[config.mk]
export PLATFORM = sky130hd
export DESIGN_NAME = rts_queue
export DESIGN_NICKNAME = d
export VERILOG_FILES = /design/src/rtl/rts_pkg.sv /design/src/rtl/rts_queue.sv
export SDC_FILE = /design/constraint.sdc
export NUM_CORES = 1
export LEC_CHECK = 0
export BUFFER_PORTS_ARGS = -buffer_cell sky130_fd_sc_hd__buf_2
export CAP_MARGIN = 10
export CORE_UTILIZATION = 30
export CTS_CLUSTER_DIAMETER = 60
export DETAILED_ROUTE_END_ITERATION = 10
export PLACE_DENSITY = 0.56
export SLEW_MARGIN = 10
export SYNTH_ARGS = -nofsm -noshare
export SYNTH_HDL_FRONTEND = slang
export SYNTH_SLANG_ARGS = --single-unit
export TNS_END_PERCENT = 10
[constraint.sdc]
create_clock -name clock -period 5.5 [get_ports clock]
set_input_delay 0.55 -clock clock [delete_from_list [all_inputs] [get_ports clock]]
set_output_delay 0.55 -clock clock [all_outputs]
set_load 0.01 [all_outputs]
[src/rtl/rts_pkg.sv]
`timescale 1ns / 1ps
// ----------------------------------------------------------------------------
// rts_pkg
// Shared types, constants and the sine table of the rotozoom texture sampler.
// ----------------------------------------------------------------------------
package rts_pkg;

   localparam int TEX_WIDTH     = 128;
   localparam int TEX_HEIGHT    = 128;
   localparam int SCREEN_WIDTH  = 320;

   localparam int TEX_U_BITS    = $clog2(TEX_WIDTH);
   localparam int TEX_V_BITS    = $clog2(TEX_HEIGHT);
   localparam int TEX_IDX_BITS  = 14;
   localparam int TEX_DEPTH     = 2 ** TEX_IDX_BITS;
   localparam int ADDR_BITS     = 17;

   localparam int ANGLE_BITS    = 9;
   localparam int SPEED_RESET   = 2;
   localparam int FULL_TURN     = 360;
   localparam int QUARTER_TURN  = 90;
   localparam int HALF_TURN     = 180;
   localparam int THREE_QUARTER = 270;

   // zoom of 6/5: |num| * 6 >> ZOOM_SHIFT, then divide by 5 by reciprocal
   localparam int ZOOM_SHIFT    = 28;
   localparam int QUOT_IN_BITS  = 13;
   localparam int RECIP         = 3277;
   localparam int RECIP_BITS    = 12;
   localparam int RECIP_SHIFT   = 14;
   localparam int QUOT_BITS     = 11;

   localparam logic [1:0] KIND_LOAD  = 2'd0;
   localparam logic [1:0] KIND_PIXEL = 2'd1;
   localparam logic [1:0] KIND_TICK  = 2'd2;

   typedef struct packed {
      logic [1:0]  kind;
      logic [13:0] texel_index;
      logic [15:0] texel_value;
      logic [8:0]  pixel_x;
      logic [7:0]  pixel_y;
   } req_payload_type;

   typedef struct packed {
      logic [16:0] pixel_address;
      logic [7:0]  color;
   } rsp_payload_type;

   typedef struct packed {
      logic               is_load;
      logic [13:0]        texel_index;
      logic [15:0]        texel_value;
      logic [8:0]         pixel_x;
      logic [7:0]         pixel_y;
      logic signed [15:0] sin_q14;
      logic signed [15:0] cos_q14;
   } work_type;

   localparam logic [14:0] QUARTER_SINE [91] = '{
      15'd0,     15'd286,   15'd572,   15'd857,   15'd1143,  15'd1428,  15'd1713,
      15'd1997,  15'd2280,  15'd2563,  15'd2845,  15'd3126,  15'd3406,  15'd3686,
      15'd3964,  15'd4240,  15'd4516,  15'd4790,  15'd5063,  15'd5334,  15'd5604,
      15'd5872,  15'd6138,  15'd6402,  15'd6664,  15'd6924,  15'd7182,  15'd7438,
      15'd7692,  15'd7943,  15'd8192,  15'd8438,  15'd8682,  15'd8923,  15'd9162,
      15'd9397,  15'd9630,  15'd9860,  15'd10087, 15'd10311, 15'd10531, 15'd10749,
      15'd10963, 15'd11174, 15'd11381, 15'd11585, 15'd11786, 15'd11982, 15'd12176,
      15'd12365, 15'd12551, 15'd12733, 15'd12911, 15'd13085, 15'd13255, 15'd13421,
      15'd13583, 15'd13741, 15'd13894, 15'd14044, 15'd14189, 15'd14330, 15'd14466,
      15'd14598, 15'd14726, 15'd14849, 15'd14968, 15'd15082, 15'd15191, 15'd15296,
      15'd15396, 15'd15491, 15'd15582, 15'd15668, 15'd15749, 15'd15826, 15'd15897,
      15'd15964, 15'd16026, 15'd16083, 15'd16135, 15'd16182, 15'd16225, 15'd16262,
      15'd16294, 15'd16322, 15'd16344, 15'd16362, 15'd16374, 15'd16382, 15'd16384
   };

   // angle is always below a full turn
   function automatic logic signed [15:0] sine_q14(input logic [ANGLE_BITS-1:0] a);
      logic [ANGLE_BITS-1:0] diff;
      logic [14:0]           mag;
      logic                  neg;
      if (a <= ANGLE_BITS'(QUARTER_TURN)) begin
         diff = a;
         neg  = 1'b0;
      end else if (a <= ANGLE_BITS'(HALF_TURN)) begin
         diff = ANGLE_BITS'(HALF_TURN) - a;
         neg  = 1'b0;
      end else if (a <= ANGLE_BITS'(THREE_QUARTER)) begin
         diff = a - ANGLE_BITS'(HALF_TURN);
         neg  = 1'b1;
      end else begin
         diff = ANGLE_BITS'(FULL_TURN) - a;
         neg  = 1'b1;
      end
      mag = QUARTER_SINE[diff[6:0]];
      return neg ? -$signed({1'b0, mag}) : $signed({1'b0, mag});
   endfunction

endpackage

[src/rtl/rts_queue.sv]
`timescale 1ns / 1ps
// ----------------------------------------------------------------------------
// rts_queue
// Four-entry work queue between the request decoder and the sampling pipe.
// ----------------------------------------------------------------------------
module rts_queue (
   input  logic              clock,
   input  logic              reset,
   input  logic              push_valid,
   output logic              push_ready,
   input  rts_pkg::work_type push_data,
   output logic              pop_valid,
   input  logic              pop_ready,
   output rts_pkg::work_type pop_data
);

   localparam int DEPTH    = 4;
   localparam int PTR_BITS = $clog2(DEPTH);

   rts_pkg::work_type     slots_ff [DEPTH];
   logic [PTR_BITS-1:0]   wr_ptr_ff, wr_ptr_in;
   logic [PTR_BITS-1:0]   rd_ptr_ff, rd_ptr_in;
   logic [PTR_BITS:0]     count_ff, count_in;
   logic                  do_push;
   logic                  do_pop;

   assign push_ready = (count_ff != (PTR_BITS+1)'(DEPTH));
   assign pop_valid  = (count_ff != '0);
   assign pop_data   = slots_ff[rd_ptr_ff];
   assign do_push    = push_valid && push_ready;
   assign do_pop     = pop_valid && pop_ready;

   always_comb begin
      wr_ptr_in = do_push ? wr_ptr_ff + 1'b1 : wr_ptr_ff;
      rd_ptr_in = do_pop  ? rd_ptr_ff + 1'b1 : rd_ptr_ff;
      count_in  = count_ff;
      if (do_push && !do_pop) begin
         count_in = count_ff + 1'b1;
      end else if (do_pop && !do_push) begin
         count_in = count_ff - 1'b1;
      end
   end

   always_ff @(posedge clock) begin
      if (reset) begin
         wr_ptr_ff <= '0;
         rd_ptr_ff <= '0;
         count_ff  <= '0;
      end else begin
         wr_ptr_ff <= wr_ptr_in;
         rd_ptr_ff <= rd_ptr_in;
         count_ff  <= count_in;
      end
   end

   always_ff @(posedge clock) begin
      if (do_push) begin
         slots_ff[wr_ptr_ff] <= push_data;
      end
   end

endmodule

==> results.md <==
Status:
- The run finished with clean final reports.

Logic synthesis:
- The post-synthesis area per instance is 25.9 µm².
- The count of yosys warnings during synthesis is 0.
- The gate count of the mapped netlist is 466.
- The synthesized design spends more area on one cell type than any other, namely sky130_fd_sc_hd__edfxtp_1.
- Yosys instantiated no cell more often than sky130_fd_sc_hd__edfxtp_1.
- The number of enable-type register cells in the synthesized netlist is 320.
- The synthesized design devotes to its leading area cell type 79.5% of total area.
- In the post-synthesis netlist, the biggest area contributors are sky130_fd_sc_hd__edfxtp_1 (79%), sky130_fd_sc_hd__mux4_2 (15%), sky130_fd_sc_hd__dfxtp_1 (1.5%), sky130_fd_sc_hd__buf_12 (1.3%), sky130_fd_sc_hd__ha_1 (0.52%).
- By count the netlist is led by sky130_fd_sc_hd__edfxtp_1 (320), sky130_fd_sc_hd__mux4_2 (80), sky130_fd_sc_hd__dfxtp_1 (9).
- The net count after synthesis is 556.
- The sequential share of the synthesized area is 81.0%.
- In the synthesized netlist the async set-or-reset flop fraction comes to 0%.
- The top flip-flop cell by instance count after synthesis is sky130_fd_sc_hd__edfxtp_1.
- The number of different library cells used by synthesis comes to 24.
- The area of the mapped netlist is 12,100 µm².
- In this run, synthesis produced a sequential element count of 329.

Pwr:
- The sequential fraction of design power is 45.2%.
- The fraction of power consumed by the clock network is 34.8%.
- The power density over cell area is 483 nW/µm².
- Across the VDD grid, the largest voltage drop is 263 µV.
- Net switching is 25.5% of the power.
- The total power after layout is 0.00708 W.
- The share of total power in combinational logic is 20.0%.
- Summed over all cells, the static leakage comes to 4.86 nW.
- The internal power of the cells totals 0.00528 W.
- Summed over all nets, the switching power comes to 0.00180 W.

Setup path:
- Walking the worst path, the cells encountered are buf_12 > mux4_2 > buf_2.
- The critical path is of the register to output pin type.
- The worst-path cell with the longest stage delay is sky130_fd_sc_hd__dfxtp_4.
- STA classifies the critical path startpoint as a register.
- The required time of the critical path is 4.95 ns.
- The category of the worst setup path capture point is an output pin.
- In this design, the stage delay of the slowest critical-path cell is 0.77 ns.
- The reg-to-reg startpoint is count_ff[0].
- The critical path data arrival time is 2.56 ns.
- Of all nets on the critical path, the largest fanout is 51.

Detailed routing:
- The violation count after the first detailed-routing iteration is 293.
- The via-per-instance ratio is 4.47.
- The total via count in the routed design is 5,408.
- The first detailed-routing pass ran for 4 iterations.
- The post-route antenna net violation count is 0.
- The sum of routed wire length over all layers is 23,400 µm.
- Dividing the detail-routed wire length by the instance count gives 19.4 µm.
- The remaining routing DRC violations is 0.

Global route:
- The number of antenna violations at the first check in global routing is 2.
- The wire length of the first global-routing pass is 35,600 µm.
- The global routing usage on met1 is 15.3%.
- After global routing, the most crowded layer is met2.
- The via count of the first global-routing pass is 5,872.
- The global-route congestion overflow total is 0.
- The global routing usage on met3 is 3.71%.
- The met2 track utilization from global routing is 18.7%.
- The overall fraction of global-route tracks in use is 11.8%.
- Entering global routing, the biggest net connects 52 pins.

STA:
- The final hold violation count is 0.
- The total setup violations reported at the end of the flow is 0.
- Final hold analysis gives a worst-case slack of 0.227 ns.
- The accumulated negative setup slack is 0 ns.
- Setup repair after global routing left no endpoint under its margin.
- The number of max-slew violations in the final report is 0.
- The final worst-path setup slack is 2.39 ns.
- The shortest period the worst path allows is 3.11 ns.
- Between clock sinks in the finished design, the worst skew comes to 0.0148 ns.
- At the pin with the least slew margin, the transition time is 0.858 ns.
- After layout, the worst path uses 56.6% of the clock period.
- Headroom to the max-slew limit came out at 42.8%.
- Derived from the worst setup path, the maximum achievable clock frequency is 321 MHz.

CTS:
- The clock sink count is 329.
- The number of hold-repair buffers added at the cts stage is 0.
- The post-CTS resize count is 0.
- The clock slew at the register clock pins of the worst setup and hold paths is 0.06 ns.
- TritonCTS created 37 clock buffers.
- The longest clock path from root to sink contains 3 buffers.
- The post-CTS repair timing setup buffer count is 0.
- The master cell of the clock root buffer is sky130_fd_sc_hd__clkbuf_16.
- In this run the number of H-tree levels came out at 2.
- The clock tree from TritonCTS is built.
- The clock latency of the later-clocked register in the worst-skew pair is 0.54 ns.

Placement:
- The final RePlAce weighted congestion is 0.663.
- Once detailed placement completed, the half-perimeter wirelength came to 13,600 µm.
- In this run the tool buffered the top-level ports with 165 buffer cells.
- The total instance count after detailed placement is 1,143.
- OpenSTA, run right after detailed placement, puts the worst setup slack at 2.66 ns.

Flow run:
- The max-capacitance violation count is 0.

Die:
- The die is 203 µm wide.
- The floorplan has 73 rows.
- For this design the top-level I/O count stands at 166.
- In this run the standard cell core region covers 39,700 µm².
- The die covers 41,100 µm².
- The die is 203 µm tall.
- The starting density of the core is 30.4%.

Finish:
- Counting the fill cells in the layout gives 3,634.
- The net total in the final layout is 747.
- Once layout is complete, the cells apart from fillers number 1,209.
- The number of antenna diodes in the final layout is 0.
- The fraction of final layout cells sized beyond drive strength 1 is 45.3%.
- Relative to the synthesized area, the layout overhead comes to 21.3%.

Hold path:
- The startpoint of the tightest hold check path is push_data[53].
- The path class of the tightest hold or removal check is input port to register.
-- placed cells by master (no fill, tap or decap) --
master / count
sky130_fd_sc_hd__buf_12: 1
sky130_fd_sc_hd__mux2_2: 1
sky130_fd_sc_hd__clkbuf_8: 1
sky130_fd_sc_hd__inv_8: 1
sky130_fd_sc_hd__or3_1: 2
sky130_fd_sc_hd__clkbuf_1: 9
sky130_fd_sc_hd__mux2i_1: 2
sky130_fd_sc_hd__inv_6: 1
sky130_fd_sc_hd__clkinv_4: 2
sky130_fd_sc_hd__buf_4: 5
sky130_fd_sc_hd__ha_1: 5
sky130_fd_sc_hd__o311ai_0: 1
sky130_fd_sc_hd__dfxtp_1: 7
sky130_fd_sc_hd__xor2_1: 4
sky130_fd_sc_hd__nor2_1: 8
sky130_fd_sc_hd__a21oi_1: 1
sky130_fd_sc_hd__buf_2: 165
sky130_fd_sc_hd__clkinv_2: 2
sky130_fd_sc_hd__clkinv_1: 6
sky130_fd_sc_hd__o21ai_0: 1
sky130_fd_sc_hd__mux4_2: 80
sky130_fd_sc_hd__nand2_1: 1
sky130_fd_sc_hd__o31ai_1: 1
sky130_fd_sc_hd__fa_1: 1
sky130_fd_sc_hd__nand2b_1: 2
sky130_fd_sc_hd__and2_4: 4
sky130_fd_sc_hd__clkbuf_16: 40
sky130_fd_sc_hd__bufinv_16: 4
sky130_fd_sc_hd__inv_1: 3
sky130_fd_sc_hd__dfxtp_4: 2
sky130_fd_sc_hd__a21boi_2: 1
sky130_fd_sc_hd__edfxtp_1: 320
-- final cells by class --
class | count | area, µm² | area share, %
flip-flops and latches | 329 | 9800 | 66.8
inverters | 3 | 11.3 | 0.0768
multi-input cells | 115 | 2080 | 14.2
well taps | 525 | 657 | 4.48
clock buffers | 50 | 1050 | 7.15
clock inverters | 16 | 190 | 1.30
repair buffers | 171 | 883 | 6.02
-- metal layers --
layer	vias up	share of wire (%)
met5	-	0.15
met3	45	5.5
met1	2839	45
li1	2383	-
met4	4	2.2
met2	137	48
-- kinds of logic (layout without fill, tap and decap cells) --
family | count (synthesis) | in the layout | synth area share [%]
flip-flops | 329 | 329 | 81.0
multiplexers | 83 | 83 | 15.2
buffers and inverters | 22 | 240 | 1.90
AND/OR/NAND/NOR | 17 | 17 | 0.693
adder cells (fa/ha/maj) | 6 | 6 | 0.683
AO/OA/AOI/OAI | 5 | 5 | 0.310
XOR/XNOR | 4 | 4 | 0.290
-- power by group through the flow --
stage               clock, W  combinational (W)  sequential (W)
floorplan                  0            0.00110         0.00316
global placement           0            0.00146         0.00326
detailed placement         0            0.00146         0.00327
CTS                  0.00255            0.00147         0.00322
global route         0.00264            0.00153         0.00325
finish               0.00247            0.00141         0.00320
-- worst paths after layout --
path	end	cells past startpoint	slack, ns
min	slots_ff[2][53]	1	0.23
min reg2reg	rd_ptr_ff[0]	2	0.53
max	pop_data[16]	3	2.39
max reg2reg	slots_ff[2][9]	4	2.86
-- per-stage QoR --
step	util [%]	cell area (µm²)
after global placement	33.8	13400
after detailed placement	33.8	13400
after CTS	36.9	14700
after global routing	36.9	14700
after floorplan	-	12100
final	36.9	14700
-- worst max-delay path: cells and delay by family (launching register included) --
kind	cells	cell delay, ns
flops	1	0.77
mux	1	0.61
buf+inv	2	0.63
-- flip-flops by register name, summed over array words and instances, names as in the netlist, named ones only --
register,flops
count_ff,3
rd_ptr_ff,2
wr_ptr_ff,2
slots_ff,320
(Power assumes the default switching activity.)
